--- config.mk ---
export PLATFORM = sky130hd
export DESIGN_NAME = source_tokenizer_core
export DESIGN_NICKNAME = d
export VERILOG_FILES = /design/src/design/srctok_pkg.sv /design/src/design/srctok_front.sv /design/src/design/srctok_fifo.sv /design/src/design/srctok_back.sv /design/src/design/source_tokenizer_core.sv
export SDC_FILE = /design/constraint.sdc
export NUM_CORES = 1
export LEC_CHECK = 0
export ABC_AREA = 1
export BUFFER_PORTS_ARGS = -buffer_cell sky130_fd_sc_hd__buf_2
export CAP_MARGIN = 25
export CORE_MARGIN = 2
export CORE_UTILIZATION = 55
export CTS_BUF_LIST = sky130_fd_sc_hd__clkbuf_2
export CTS_CLUSTER_DIAMETER = 150
export DETAILED_ROUTE_END_ITERATION = 8
export GPL_TIMING_DRIVEN = 1
export PLACE_DENSITY = 0.8
export REMOVE_ABC_BUFFERS = 1
export SLEW_MARGIN = 20
export SYNTH_ARGS = -nofsm -noshare
export SYNTH_HDL_FRONTEND = slang
export SYNTH_SLANG_ARGS = --single-unit
--- constraint.sdc ---
create_clock -name clk -period 13 [get_ports clk]
set_clock_uncertainty 0.2 [all_clocks]
set_input_delay 0.65 -clock clk [delete_from_list [all_inputs] [get_ports clk]]
set_output_delay 0.65 -clock clk [all_outputs]
set_load 0.05 [all_outputs]
--- src/design/srctok_pkg.sv ---
package srctok_pkg;

	// Width of the byte offset counter; offsets wrap at 2**OFFSET_BITS
	localparam int OFFSET_BITS = 16;

	// Token groups buffered between the classifier and the serializer
	localparam int QUEUE_DEPTH = 4;
	localparam int QUEUE_PTR_BITS = $clog2(QUEUE_DEPTH);

	// Most tokens that one source byte can produce
	localparam int GROUP_SLOTS = 3;

	typedef logic [OFFSET_BITS-1:0] offset_t;

	// Token kinds as they appear in token_kind
	typedef enum logic [3:0] {
		TK_UNKNOWN = 4'd0,
		TK_OPEN    = 4'd1,
		TK_CLOSE   = 4'd2,
		TK_EQUALS  = 4'd3,
		TK_LESS    = 4'd4,
		TK_PLUS    = 4'd5,
		TK_DIVIDE  = 4'd6,
		TK_INC     = 4'd7,
		TK_KEYWORD = 4'd8,
		TK_IDENT   = 4'd9,
		TK_NUMBER  = 4'd10,
		TK_END     = 4'd11
	} tok_kind_t;

	typedef struct packed {
		logic [7:0] source_byte;
		logic       final_byte;
	} src_item_t;

	typedef struct packed {
		logic [3:0]  token_kind;
		logic [15:0] token_start;
		logic [15:0] token_length;
		logic [1:0]  keyword_index;
		logic        run_last;
	} tok_item_t;

	// One token without its position in the group
	typedef struct packed {
		logic [3:0]  kind;
		logic [15:0] start;
		logic [15:0] length;
		logic [1:0]  kw;
	} token_t;

	// Tokens produced by one source byte, in output order
	typedef struct packed {
		logic [1:0]                  count;
		token_t [GROUP_SLOTS-1:0]    tok;
	} group_t;

	// Head of the queue as seen by the serializer
	typedef struct packed {
		logic   empty;
		group_t head;
	} queue_view_t;

	// Reduce an offset to the 16-bit start field
	function automatic logic [15:0] start_field(input offset_t pos);
		logic [31:0] wide;
		wide = 32'(pos);
		return wide[15:0];
	endfunction

endpackage

--- src/design/srctok_front.sv ---
module srctok_front (
	input  logic                   clk,
	input  logic                   arst_n,
	input  logic                   src_valid,
	output logic                   src_ready,
	input  srctok_pkg::src_item_t  src_item,
	input  logic                   queue_full,
	output logic                   push,
	output srctok_pkg::group_t     push_group
);

	typedef enum logic [2:0] {
		PK_NONE    = 3'd0,
		PK_IDENT   = 3'd1,
		PK_NUMBER  = 3'd2,
		PK_SLASH   = 3'd3,
		PK_PLUS    = 3'd4,
		PK_COMMENT = 3'd5
	} pend_kind_t;

	localparam logic [7:0] CH_SPACE = 8'h20;
	localparam logic [7:0] CH_TAB   = 8'h09;
	localparam logic [7:0] CH_CR    = 8'h0D;
	localparam logic [7:0] CH_LF    = 8'h0A;
	localparam logic [7:0] CH_QUOTE = 8'h22;
	localparam logic [7:0] CH_SLASH = 8'h2F;
	localparam logic [7:0] CH_PLUS  = 8'h2B;
	localparam logic [7:0] CH_OPEN  = 8'h7B;
	localparam logic [7:0] CH_CLOSE = 8'h7D;
	localparam logic [7:0] CH_EQ    = 8'h3D;
	localparam logic [7:0] CH_LESS  = 8'h3C;
	localparam logic [7:0] CH_UNDER = 8'h5F;

	localparam logic [2:0]  ALL_CAND = 3'b111;
	localparam logic [15:0] LEN_MAX  = 16'hFFFF;

	localparam int NUM_CAND = 4;

	function automatic logic is_digit(input logic [7:0] b);
		return (b >= 8'h30) && (b <= 8'h39);
	endfunction

	function automatic logic is_alpha(input logic [7:0] b);
		return ((b >= 8'h41) && (b <= 8'h5A)) || ((b >= 8'h61) && (b <= 8'h7A));
	endfunction

	function automatic logic is_word(input logic [7:0] b);
		return is_alpha(b) || is_digit(b) || (b == CH_UNDER);
	endfunction

	// Keyword spelling: 0 "if", 1 "while", 2 "int"
	function automatic logic [7:0] kw_char(input logic [1:0] k, input logic [2:0] idx);
		logic [7:0] c;
		c = 8'h00;
		unique case (k)
			2'd0: begin
				case (idx)
					3'd0: c = 8'h69;
					3'd1: c = 8'h66;
					default: c = 8'h00;
				endcase
			end
			2'd1: begin
				case (idx)
					3'd0: c = 8'h77;
					3'd1: c = 8'h68;
					3'd2: c = 8'h69;
					3'd3: c = 8'h6C;
					3'd4: c = 8'h65;
					default: c = 8'h00;
				endcase
			end
			2'd2: begin
				case (idx)
					3'd0: c = 8'h69;
					3'd1: c = 8'h6E;
					3'd2: c = 8'h74;
					default: c = 8'h00;
				endcase
			end
			default: c = 8'h00;
		endcase
		return c;
	endfunction

	function automatic logic [15:0] kw_len(input logic [1:0] k);
		logic [15:0] n;
		unique case (k)
			2'd0: n = 16'd2;
			2'd1: n = 16'd5;
			2'd2: n = 16'd3;
			default: n = 16'd0;
		endcase
		return n;
	endfunction

	// Keep the keywords whose character at idx equals b
	function automatic logic [2:0] filter_cand(input logic [2:0] cand, input logic [15:0] idx,
			input logic [7:0] b);
		logic [2:0] r;
		r = 3'b000;
		for (int i = 0; i < 3; i++) begin
			if (cand[i] && (idx < kw_len(2'(i))) && (kw_char(2'(i), idx[2:0]) == b)) begin
				r[i] = 1'b1;
			end
		end
		return r;
	endfunction

	function automatic srctok_pkg::token_t make_tok(input srctok_pkg::tok_kind_t kind,
			input srctok_pkg::offset_t pos, input logic [15:0] len, input logic [1:0] kw);
		srctok_pkg::token_t t;
		t.kind   = kind;
		t.start  = srctok_pkg::start_field(pos);
		t.length = len;
		t.kw     = kw;
		return t;
	endfunction

	function automatic logic pend_has_tok(input pend_kind_t kind);
		return (kind == PK_IDENT) || (kind == PK_NUMBER) || (kind == PK_SLASH)
			|| (kind == PK_PLUS);
	endfunction

	// Token that a pending run turns into when it is closed
	function automatic srctok_pkg::token_t pend_tok(input pend_kind_t kind,
			input srctok_pkg::offset_t pos, input logic [15:0] len, input logic [2:0] cand);
		srctok_pkg::token_t     t;
		srctok_pkg::tok_kind_t  k;
		logic [1:0]             kw;
		k  = srctok_pkg::TK_IDENT;
		kw = 2'd0;
		case (kind)
			PK_IDENT: begin
				for (int i = 2; i >= 0; i--) begin
					if (cand[i] && (len == kw_len(2'(i)))) begin
						k  = srctok_pkg::TK_KEYWORD;
						kw = 2'(i);
					end
				end
				t = make_tok(k, pos, len, kw);
			end
			PK_NUMBER: t = make_tok(srctok_pkg::TK_NUMBER, pos, len, 2'd0);
			PK_SLASH:  t = make_tok(srctok_pkg::TK_DIVIDE, pos, 16'd1, 2'd0);
			default:   t = make_tok(srctok_pkg::TK_PLUS, pos, 16'd1, 2'd0);
		endcase
		return t;
	endfunction

	pend_kind_t          pkind_q;
	srctok_pkg::offset_t pos_q;
	srctok_pkg::offset_t pstart_q;
	logic [15:0]         plen_q;
	logic [2:0]          cand_q;

	pend_kind_t          nkind;
	srctok_pkg::offset_t nstart;
	logic [15:0]         nlen;
	logic [2:0]          ncand;
	logic                consumed;
	logic [15:0]         plen_inc;
	logic [7:0]          b;
	logic                accept;

	logic                   cand_v [NUM_CAND];
	srctok_pkg::token_t     cand_t [NUM_CAND];
	logic [2:0]             n_tok;
	srctok_pkg::group_t     grp;

	assign b         = src_item.source_byte;
	assign src_ready = !queue_full;
	assign accept    = src_valid && src_ready;
	assign plen_inc  = (plen_q == LEN_MAX) ? plen_q : (plen_q + 16'd1);

	// Classify the byte against the pending run and build its tokens
	always_comb begin
		nkind    = pkind_q;
		nstart   = pstart_q;
		nlen     = plen_q;
		ncand    = cand_q;
		consumed = 1'b0;
		for (int i = 0; i < NUM_CAND; i++) begin
			cand_v[i] = 1'b0;
			cand_t[i] = '0;
		end

		// Continue or close the pending run
		case (pkind_q) inside
			PK_COMMENT: begin
				consumed = 1'b1;
				if (b == CH_LF) begin
					nkind = PK_NONE;
					nlen  = 16'd0;
				end
			end
			PK_SLASH, PK_PLUS, PK_IDENT, PK_NUMBER: begin
				if ((pkind_q == PK_SLASH) && (b == CH_SLASH)) begin
					nkind    = PK_COMMENT;
					consumed = 1'b1;
				end else if ((pkind_q == PK_PLUS) && (b == CH_PLUS)) begin
					cand_v[0] = 1'b1;
					cand_t[0] = make_tok(srctok_pkg::TK_INC, pstart_q, 16'd2, 2'd0);
					nkind     = PK_NONE;
					nlen      = 16'd0;
					consumed  = 1'b1;
				end else if ((pkind_q == PK_IDENT) && is_word(b)) begin
					ncand    = filter_cand(cand_q, plen_q, b);
					nlen     = plen_inc;
					consumed = 1'b1;
				end else if ((pkind_q == PK_NUMBER) && is_digit(b)) begin
					nlen     = plen_inc;
					consumed = 1'b1;
				end else begin
					cand_v[0] = 1'b1;
					cand_t[0] = pend_tok(pkind_q, pstart_q, plen_q, cand_q);
					nkind     = PK_NONE;
					nlen      = 16'd0;
					ncand     = ALL_CAND;
				end
			end
			default: nkind = PK_NONE;
		endcase

		// Start a new token from a byte that nothing took
		if (!consumed) begin
			case (b) inside
				CH_SPACE, CH_TAB, CH_CR, CH_LF, CH_QUOTE: ;
				CH_SLASH, CH_PLUS: begin
					nkind  = (b == CH_SLASH) ? PK_SLASH : PK_PLUS;
					nstart = pos_q;
					nlen   = 16'd1;
				end
				CH_OPEN: begin
					cand_v[1] = 1'b1;
					cand_t[1] = make_tok(srctok_pkg::TK_OPEN, pos_q, 16'd1, 2'd0);
				end
				CH_CLOSE: begin
					cand_v[1] = 1'b1;
					cand_t[1] = make_tok(srctok_pkg::TK_CLOSE, pos_q, 16'd1, 2'd0);
				end
				CH_EQ: begin
					cand_v[1] = 1'b1;
					cand_t[1] = make_tok(srctok_pkg::TK_EQUALS, pos_q, 16'd1, 2'd0);
				end
				CH_LESS: begin
					cand_v[1] = 1'b1;
					cand_t[1] = make_tok(srctok_pkg::TK_LESS, pos_q, 16'd1, 2'd0);
				end
				default: begin
					if (is_alpha(b) || (b == CH_UNDER)) begin
						nkind  = PK_IDENT;
						nstart = pos_q;
						nlen   = 16'd1;
						ncand  = filter_cand(ALL_CAND, 16'd0, b);
					end else if (is_digit(b)) begin
						nkind  = PK_NUMBER;
						nstart = pos_q;
						nlen   = 16'd1;
					end else begin
						cand_v[1] = 1'b1;
						cand_t[1] = make_tok(srctok_pkg::TK_UNKNOWN, pos_q, 16'd1, 2'd0);
					end
				end
			endcase
		end

		// Flush what is left at the last byte and close with an end token
		if (src_item.final_byte) begin
			cand_v[2] = pend_has_tok(nkind);
			cand_t[2] = pend_tok(nkind, nstart, nlen, ncand);
			cand_v[3] = 1'b1;
			cand_t[3] = make_tok(srctok_pkg::TK_END, pos_q + 1'b1, 16'd0, 2'd0);
		end
	end

	// Pack the tokens of this byte into consecutive slots
	always_comb begin
		grp   = '0;
		n_tok = 3'd0;
		for (int i = 0; i < NUM_CAND; i++) begin
			if (cand_v[i]) begin
				if (n_tok < 3'(srctok_pkg::GROUP_SLOTS)) begin
					grp.tok[n_tok[1:0]] = cand_t[i];
				end
				n_tok = n_tok + 3'd1;
			end
		end
		grp.count = n_tok[1:0];
	end

	assign push       = accept && (n_tok != 3'd0);
	assign push_group = grp;

	// Advance the lexer state on each accepted item
	always_ff @(posedge clk or negedge arst_n) begin
		if (!arst_n) begin
			pkind_q  <= PK_NONE;
			pos_q    <= '0;
			pstart_q <= '0;
			plen_q   <= '0;
			cand_q   <= ALL_CAND;
		end else if (accept) begin
			if (src_item.final_byte) begin
				pkind_q  <= PK_NONE;
				pos_q    <= '0;
				pstart_q <= '0;
				plen_q   <= '0;
				cand_q   <= ALL_CAND;
			end else begin
				pkind_q  <= nkind;
				pos_q    <= pos_q + 1'b1;
				pstart_q <= nstart;
				plen_q   <= nlen;
				cand_q   <= ncand;
			end
		end
	end

endmodule

--- src/design/srctok_fifo.sv ---
module srctok_fifo (
	input  logic                     clk,
	input  logic                     arst_n,
	input  logic                     push,
	input  srctok_pkg::group_t       push_group,
	input  logic                     pop,
	output srctok_pkg::queue_view_t  view,
	output logic                     full
);

	localparam int PB = srctok_pkg::QUEUE_PTR_BITS;

	srctok_pkg::group_t entries_q [srctok_pkg::QUEUE_DEPTH];
	logic [PB-1:0]      wr_ptr_q;
	logic [PB-1:0]      rd_ptr_q;
	logic [PB:0]        count_q;
	logic               do_pop;

	assign full       = (count_q == (PB+1)'(srctok_pkg::QUEUE_DEPTH));
	assign view.empty = (count_q == '0);
	assign view.head  = entries_q[rd_ptr_q];
	assign do_pop     = pop && !view.empty;

	// Store pushed groups
	always_ff @(posedge clk) begin
		if (push) begin
			entries_q[wr_ptr_q] <= push_group;
		end
	end

	// Advance pointers and occupancy
	always_ff @(posedge clk or negedge arst_n) begin
		if (!arst_n) begin
			wr_ptr_q <= '0;
			rd_ptr_q <= '0;
			count_q  <= '0;
		end else begin
			if (push) begin
				wr_ptr_q <= wr_ptr_q + 1'b1;
			end
			if (do_pop) begin
				rd_ptr_q <= rd_ptr_q + 1'b1;
			end
			if (push && !do_pop) begin
				count_q <= count_q + 1'b1;
			end else if (do_pop && !push) begin
				count_q <= count_q - 1'b1;
			end
		end
	end

endmodule

--- src/design/srctok_back.sv ---
module srctok_back (
	input  logic                     clk,
	input  logic                     arst_n,
	input  srctok_pkg::queue_view_t  view,
	output logic                     pop,
	output logic                     tok_valid,
	input  logic                     tok_ready,
	output srctok_pkg::tok_item_t    tok_item
);

	logic [1:0]         idx_q;
	logic               last;
	srctok_pkg::token_t cur;

	assign cur       = view.head.tok[idx_q];
	assign last      = (idx_q == 2'(view.head.count - 2'd1));
	assign tok_valid = !view.empty;
	assign pop       = tok_valid && tok_ready && last;

	always_comb begin
		tok_item.token_kind    = cur.kind;
		tok_item.token_start   = cur.start;
		tok_item.token_length  = cur.length;
		tok_item.keyword_index = cur.kw;
		tok_item.run_last      = last;
	end

	// Step through the head group, one token per accepted item
	always_ff @(posedge clk or negedge arst_n) begin
		if (!arst_n) begin
			idx_q <= '0;
		end else if (tok_valid && tok_ready) begin
			if (last) begin
				idx_q <= '0;
			end else begin
				idx_q <= idx_q + 2'd1;
			end
		end
	end

endmodule

--- src/design/source_tokenizer_core.sv ---
// Streaming source lexer: accepts one source byte per cycle on src and returns tokens on tok
// (kind, start offset, saturating length, keyword index, run_last on the last token of a
// byte). A byte is accepted whenever the four-entry token-group queue between the classifier
// and the serializer has room; the classifier handles every byte as it is accepted and pushes
// the one to three tokens it produces as one group, if any. Tokens leave at one per cycle while
// tok_ready is high, so the output port sets the sustained rate; the first token of a
// byte is offered once its group reaches the head of the registered queue. A byte with
// final_byte set flushes any pending token, appends the end token and restarts offsets at 0.
module source_tokenizer_core (
	input  logic                   clk,
	input  logic                   arst_n,
	input  logic                   src_valid,
	output logic                   src_ready,
	input  srctok_pkg::src_item_t  src_item,
	output logic                   tok_valid,
	input  logic                   tok_ready,
	output srctok_pkg::tok_item_t  tok_item
);

	logic                     push;
	srctok_pkg::group_t       push_group;
	logic                     pop;
	logic                     queue_full;
	srctok_pkg::queue_view_t  view;

	srctok_front u_front (
		.clk        (clk),
		.arst_n     (arst_n),
		.src_valid  (src_valid),
		.src_ready  (src_ready),
		.src_item   (src_item),
		.queue_full (queue_full),
		.push       (push),
		.push_group (push_group)
	);

	srctok_fifo u_fifo (
		.clk        (clk),
		.arst_n     (arst_n),
		.push       (push),
		.push_group (push_group),
		.pop        (pop),
		.view       (view),
		.full       (queue_full)
	);

	srctok_back u_back (
		.clk       (clk),
		.arst_n    (arst_n),
		.view      (view),
		.pop       (pop),
		.tok_valid (tok_valid),
		.tok_ready (tok_ready),
		.tok_item  (tok_item)
	);

endmodule

# --- Word level (Yosys, flattened, before mapping) ---
# Memory sizes are Yosys's and may differ from the RTL's.
# Index checks and enable logic that the tools add are counted.
totals:
  word_cells: 379
  output_inout_bits: 41
  mem_bits_rw: 464
  reg_bits: 63
  mem_count: 1
op_classes:
  n_reduce_logical: 50
  addsub: 11
  mux: 247
  eq_ne: 39
  n_lt_le_gt_ge: 22
mem_list:
  columns: ["memory", "depth", "word_bits", "read_ports", "rd_clocked_by_memory_dff", "write_ports", "line", "source"]
  rows:
  - ["u_fifo.entries_q", 4, 116, 1, 0, 1, "srctok_fifo.sv:13", "srctok_pkg::group_t entries_q [srctok_pkg::QUEUE_DEPTH];"]
op_table:
  columns: ["operator", "count"]
  rows:
  - ["16-bit 2-to-1 mux", 95]
  - ["38-bit 2-to-1 mux", 19]
  - ["114-bit 2-to-1 mux", 6]
  - ["114-bit bitwise mux", 3]
  - ["8-bit 2-to-1 mux", 31]
  - ["38-bit demux with 2-bit select", 3]
  - ["38-bit case mux with 3 select lines", 2]
  - ["3-bit 2-to-1 mux", 38]
  - ["16-bit == test", 6]
  - ["38-bit binary-select mux with 2-bit select", 1]
  - ["76-bit 2-to-1 mux", 1]
  - ["8-bit by 6-bit == test with 1-bit output (second input constant)", 6]
  - ["1-bit by 16-bit less-than comparator with 1-bit output (first input constant)", 3]
  - ["16-bit less-than comparator", 3]
  - ["8-bit == test", 5]
  - ["7-bit case mux with 5 select lines", 1]
  - ["1-bit 2-to-1 mux", 34]
  - ["34-bit 2-to-1 mux", 1]
  - ["16-bit by 1-bit adder with 16-bit output (second input constant)", 2]
  - ["1-bit logical AND", 32]
  - ["8-bit by 4-bit == test with 1-bit output (second input constant)", 3]
  - ["8-bit by 7-bit == test with 1-bit output (second input constant)", 3]
  - ["7-bit case mux with 3 select lines", 1]
  - ["3-bit by 2-bit == test with 1-bit output (second input constant)", 6]
  - ["30 further kinds", 64]

# --- Longest topological paths before layout ---
logic_depth:
  word_depth: 40
  mapped_depth: 32

# --- Hierarchy ---
# From an unflattened synthesis, not the netlist that was laid out.
unflattened:
  hier_cells: 2747
  hier_area_um2: 26680.6
by_module_without_submodules:
  columns: ["mod", "cells_each", "area_per_inst_um2", "n_inst", "seq_area_each_um2"]
  rows:
  - ["srctok_fifo", 1409, 19003.2, 1, 14108.5]
  - ["srctok_front", 1135, 6662.6, 1, 1355.0]
  - ["srctok_back", 203, 1014.7, 1, 50.0]

# --- Worst setup path after synthesis ---
# No wires, ideal clock.
synth_path:
  path_type: "input port to flip-flop"
  startpoint: "input port src_item[5] (netlist name)"
  endpoint: "memory u_fifo.entries_q[0][0] (netlist name) (enable)"
  setup_slack_ps: 4257
  t_arrival_ps: 7950
  t_required_ps: 12207
  stages: 19
  n_path_buf: 4
  path_cell_list: "buf_2 > inv_2 > nand2_1 > nor2_2 > nand3_2 > nand2_2 > inv_2 > nand3_2 > buf_2 > buf_1 > fa_1 > buf_2 > inv_1 > nor2_1 > nand3_1 > nand2_1 > inv_1 > nand2_1 > nor2_1"
synth_via:
  elab_chain_len: 32
  word_cells_on_any_way: 88
synth_rtl:
  columns: ["item", "line", "source"]
  rows:
  - ["start, declared", "source_tokenizer_core.sv:14", "input srctok_pkg::src_item_t src_item,"]
  - ["8-bit by 7-bit greater-or-equal comparator with 1-bit output or 8-bit by 7-bit less-or-equal comparator with 1-bit output (tied branches)", "srctok_front.sv:44", "return ((b >= 8'h41) && (b <= 8'h5A)) || ((b >= 8'h61) && (b <= 8'h7A));"]
  - ["1-bit logical AND", "srctok_front.sv:44", null]
  - ["1-bit logical OR", "srctok_front.sv:44", null]
  - ["1-bit logical OR (2 in a row)", "srctok_front.sv:48", "return is_alpha(b) || is_digit(b) || (b == CH_UNDER);"]
  - ["1-bit logical AND", "srctok_front.sv:206", "end else if ((pkind_q == PK_IDENT) && is_word(b)) begin"]
  - ["3-bit 2-to-1 mux", "srctok_front.sv:206", null]
  - ["3-bit 2-to-1 mux", "srctok_front.sv:200", "end else if ((pkind_q == PK_PLUS) && (b == CH_PLUS)) begin"]
  - ["3-bit 2-to-1 mux", "srctok_front.sv:197", "if ((pkind_q == PK_SLASH) && (b == CH_SLASH)) begin"]
  - ["[... 15 more ...]", null, null]
  - ["2-bit 2-to-1 mux", "srctok_front.sv:268", "if (src_item.final_byte) begin"]
  - ["3-bit 2-to-1 mux (*)", "srctok_front.sv:281", "if (cand_v[i]) begin"]
  - ["3-bit by 1-bit adder with 3-bit output", "srctok_front.sv:285", "n_tok = n_tok + 3'd1;"]
  - ["3-bit 2-to-1 mux (*)", "srctok_front.sv:281", null]
  - ["3-bit nonzero test (*)", "srctok_front.sv:291", "assign push = accept && (n_tok != 3'd0);"]
  - ["1-bit logical AND (*)", "srctok_front.sv:291", null]
  - ["1-bit 2-to-1 mux (*)", "srctok_fifo.sv:26", "if (push) begin"]
  - ["1-bit 2-to-1 mux (not written as such) (*)", "srctok_fifo.sv:27", "entries_q[wr_ptr_q] <= push_group;"]
  - ["end, declared", "srctok_fifo.sv:13", null]
# Every way passes the cells marked *; elsewhere a longest branch is shown, timed or not.

# --- Worst setup path in the final report ---
layout_path:
  startpoint: "register u_front.pkind_q[1]"
  endpoint: "memory u_fifo.entries_q[1][50] (netlist name) (enable)"
layout_via:
  elab_chain_len: 29
  word_cells_on_any_way: 58
layout_rtl:
  columns: ["item", "line", "source"]
  rows:
  - ["start, declared", "srctok_front.sv:150", "pend_kind_t pkind_q;"]
  - ["start signal, assigned", "srctok_front.sv:310", "pkind_q <= nkind;"]
  - ["3-bit by 2-bit == test with 1-bit output", "srctok_front.sv:210", "end else if ((pkind_q == PK_NUMBER) && is_digit(b)) begin"]
  - ["1-bit logical AND", "srctok_front.sv:210", null]
  - ["3-bit 2-to-1 mux", "srctok_front.sv:210", null]
  - ["3-bit 2-to-1 mux", "srctok_front.sv:206", null]
  - ["3-bit 2-to-1 mux", "srctok_front.sv:200", null]
  - ["3-bit 2-to-1 mux", "srctok_front.sv:197", null]
  - ["3-bit 2-to-1 mux (2 in a row)", "srctok_front.sv:188", "case (pkind_q) inside"]
  - ["3-bit 2-to-1 mux", "srctok_front.sv:255", "end else if (is_digit(b)) begin"]
  - ["[... 12 more ...]", null, null]
  - ["2-bit 2-to-1 mux", "srctok_front.sv:268", null]
  - ["3-bit 2-to-1 mux (*)", "srctok_front.sv:281", null]
  - ["3-bit by 1-bit adder with 3-bit output", "srctok_front.sv:285", null]
  - ["3-bit 2-to-1 mux (*)", "srctok_front.sv:281", null]
  - ["3-bit nonzero test (*)", "srctok_front.sv:291", null]
  - ["1-bit logical AND (*)", "srctok_front.sv:291", null]
  - ["1-bit 2-to-1 mux (*)", "srctok_fifo.sv:26", null]
  - ["1-bit 2-to-1 mux (not written as such) (*)", "srctok_fifo.sv:27", null]
# Marked as above.

==> summary.md <==
| Metric | Value |
|---|---|
| Synth area leader | `edfxtp_1` |
| Clock H-tree levels | `3` |
| Final critical-path share of the clock period | `0.511` |
| Top post-synthesis cells by area | `edfxtp_1, dfrtp_1, o21ai_0, nor2_1, nand2_1` |
| # rows | `77` |
| Critical R2R Launch | `u_front.pkind_q[1]$_DFFE_PN0P_` |
| Placed Cells | `2924` |
| Max-cap violations | `0` |
| Syn Std Cell Area | `0.0248 sq mm` |
| CORE AREA | `between 0.04 and 0.05 sq mm` |
| Sink Count | `about 530` |
| Actual slew at the worst max-slew pin | `about 1.1 ns` |
| Area Overhead vs Synth | `7.83%` |
| Routed wire per std cell | `about 22 microns` |
| Synth top area share | `0.562` |
| Sink of the worst hold path | `u_front.cand_q[0]$_DFFE_PN1P_` |
| Finished Core Util | `0.603` |
| HP Start | `src_item[7]` |
| WHS | `approximately 0.13 ns` |
| Initial core utilization | `0.559` |
| Hold Crit Depth | `9` |
| Synth Warn # | `0` |
| WP data required | `13.54 ns` |
| Final Critical Period | `6.65 ns` |
| Die width | `around 220 microns` |
| Non-filler cells, final | `roughly 3200` |
| CTS Buffer Depth | `3` |
| GRT overflow | `0` |
| Hold Crit Class | `input pin to flip-flop` |
| Maximum vdd drop | `around 0.18 mV` |
| Leakage | `just under 10 nW` |
| Final #Nets | `2499` |
| Synth cell count leaders | `edfxtp_1, nor2_1, nand2_1` |
| Vias in the first global route | `between 15000 and 20000` |
| First-pass GRT wire length | `between 100 and 150 mm` |
| Met2 Use GR | `0.450` |
| Syn_area_per_cell | `slightly above 10 sq um` |
| Most frequent cell after synthesis | `edfxtp_1` |
| First DRT Iteration DRCs | `2851` |
| IO Pins | `54` |
| TritonCTS Buffers | `approximately 120` |
| Antenna-violating nets left | `0` |
| RSZ-0062 raised after global routing | `false` |
| HPWL Detailed | `between 40 and 50 mm` |
| Crit path DAT | `slightly above 7 ns` |
| Rel. slew slack | `0.262` |
| Total number of vias | `approximately 20000` |
| Pin count of the biggest net entering global routing | `between 100 and 150` |
| Number of setup buffers added after CTS | `0` |
| Fmax achieved | `about 150 MHz` |
| Met1 usage | `0.405` |
| Routed wire length | `68.8 mm` |
| Reg-to-reg endpoint | `u_fifo.entries_q[1][50]$_DFFE_PP_` |
| Die area | `around 0.047 sq mm` |
| Status | `completed` |
| EDFF count, synth | `approximately 460` |
| Library cells used by synthesis | `47` |
| Post-synth top flop | `edfxtp_1` |
| Share of layout cells above drive strength 1 | `0.138` |
| Setup Viol. Count Final | `0` |
| Chip height | `216 microns` |
| GPL Wtd Cong | `approximately 0.90` |
| IO buf count | `53` |
| Sequential fraction of the synthesis area | `0.626` |
| Pwr Density | `roughly 220 mW/mm^2` |
| Worst-path maximum fanout | `a little over 50` |
| Post-Synthesis Cells | `2403` |
| Crit path capture type | `flip-flop` |
| Met3 Use GR | `0.0646` |
| Final Hold Vio Count | `0` |
| Layer with the highest usage | `met2` |
| Final Max Tran Viols | `0` |
| CTS tree | `built` |
| Via density | `roughly 6.2` |
| R2R Setup Slk | `6.35 ns` |
| Final-layout fill cell count | `between 3000 and 4000` |
| Setup CP Type | `flip-flop to flip-flop` |
| DR pass1 iterations | `7` |
| CTS clk-pin slew, worst paths | `around 0.11 ns` |
| Clock root cell | `clkbuf_2` |
| Post_cts resized | `0` |
| Crit path launch type | `flip-flop` |
| FF-to-FF path depth | `20` |
| Latest clock arrival within the worst-skew pair | `about 1.2 ns` |
| Total global-route track usage | `0.290` |
| DP Worst Slack | `6.33 ns` |
| Asr flop ratio synth | `0.120` |
| Final setup margin | `roughly 6.4 ns` |
| Initial antenna violation count | `3` |
| DRC Markers | `0` |
| Seq cells post-synth | `roughly 530` |
| Setup TNS | `0 ns` |
## report_power, final
part / switching [mW] / internal, mW / total [mW]
clock: 0.655 / 0.417 / 1.07
combinational: 1.91 / 0.598 / 2.51
sequential: 0.143 / 2.21 / 2.35
total: 2.71 / 3.23 / 5.93
## state kept, by name, indices dropped and copies added, names as in the netlist
| name | cells |
|---|---|
| u_back.idx_q | 2 |
| u_fifo.count_q | 3 |
| u_fifo.entries_q | 464 |
| u_fifo.rd_ptr_q | 2 |
| u_fifo.wr_ptr_q | 2 |
| u_front.cand_q | 3 |
| u_front.pkind_q | 3 |
| u_front.plen_q | 16 |
| u_front.pos_q | 16 |
| u_front.pstart_q | 16 |
## cell type report
class	count	area, sq um	area share
clock buffer	179	896	0.0335
clock inverter	48	267	0.00997
multi-input combinational	1542	7970	0.298
sequential	527	15500	0.581
tap	592	741	0.0277
inverter	188	714	0.0267
antenna	3	7.51	0.000281
timing repair buffer	90	604	0.0226
## worst max-delay path: stages (launching register included)
cell and delay, ns:
dfrtp_1 0.46, nor3_4 0.38, inv_2 0.19, nor2_2 0.69, inv_2 0.07, nand2_1 0.13, nor2_1 0.09, nand3_2 0.09
nand2_2 0.07, nand2_4 0.10, nand2_8 0.08, fa_1 0.65, inv_1 0.10, nor2_1 0.05, nand3_1 0.12, nand2_1 0.06
inv_1 0.14, nand2_1 0.30, nor2_4 0.84, buf_4 0.64, buf_4 0.72
## per-layer routing
layer	vias up	wire length (microns)	part of all wire
met5	-	0	0
met4	0	1560	0.023
met3	135	7920	0.12
met2	1253	31700	0.46
met1	9501	27600	0.40
li1	8824	-	-
## metrics by stage
stage	instance area (sq um)	power, mW
3_3_place_gp	25400	4.77
6_report	26700	5.93
2_1_floorplan	24200	4.10
4_1_cts	26700	5.92
5_1_grt	26700	6.23
3_5_place_dp	25400	4.86
## worst max path at each step
| stage | cells past startpoint | endpoint | from |
|---|---|---|---|
| 2_1_floorplan | 13 | u_fifo.count_q[2]$_DFFE_PN0P_ | u_fifo.rd_ptr_q[0]$_DFFE_PN0P_ |
| 5_1_grt | 20 | u_fifo.entries_q[2][88]$_DFFE_PP_ | u_front.pkind_q[1]$_DFFE_PN0P_ |
| 4_1_cts | 20 | u_fifo.entries_q[1][50]$_DFFE_PP_ | u_front.pkind_q[1]$_DFFE_PN0P_ |
| 3_3_place_gp | 18 | u_fifo.entries_q[1][104]$_DFFE_PP_ | src_item[7] |
| 6_report | 20 | u_fifo.entries_q[1][50]$_DFFE_PP_ | u_front.pkind_q[1]$_DFFE_PN0P_ |
| 3_5_place_dp | 23 | u_fifo.entries_q[1][104]$_DFFE_PP_ | src_item[4] |
## kinds of logic after synthesis
family | after synthesis | synth area share
fa+ha+maj | 16 | 0.00868
compound gates | 628 | 0.151
simple gates | 880 | 0.154
buf+inv | 334 | 0.0539
xor+xnor | 18 | 0.00636
flops | 527 | 0.626
## repair_timing
action / CTS / global route
hold buffers: 15 / 0
hold endpoints to repair: 100 / 0
setup endpoints to repair: 0 / 0
## placed cells by master (no fill, tap or decap), drive strengths merged, types with 19 or more instances in the layout
cell type	instances
a21oi	19
nand2	360
nand4	21
o22ai	145
clkinv	44
nor2	375
nand3	84
clkbuf	179
nor3	28
inv	188
dfrtp	60
a32o	22
o221ai	58
o21ai	349
buf	75
o211ai	21
edfxtp	464
Note: power is estimated with default switching activity, not from simulation.
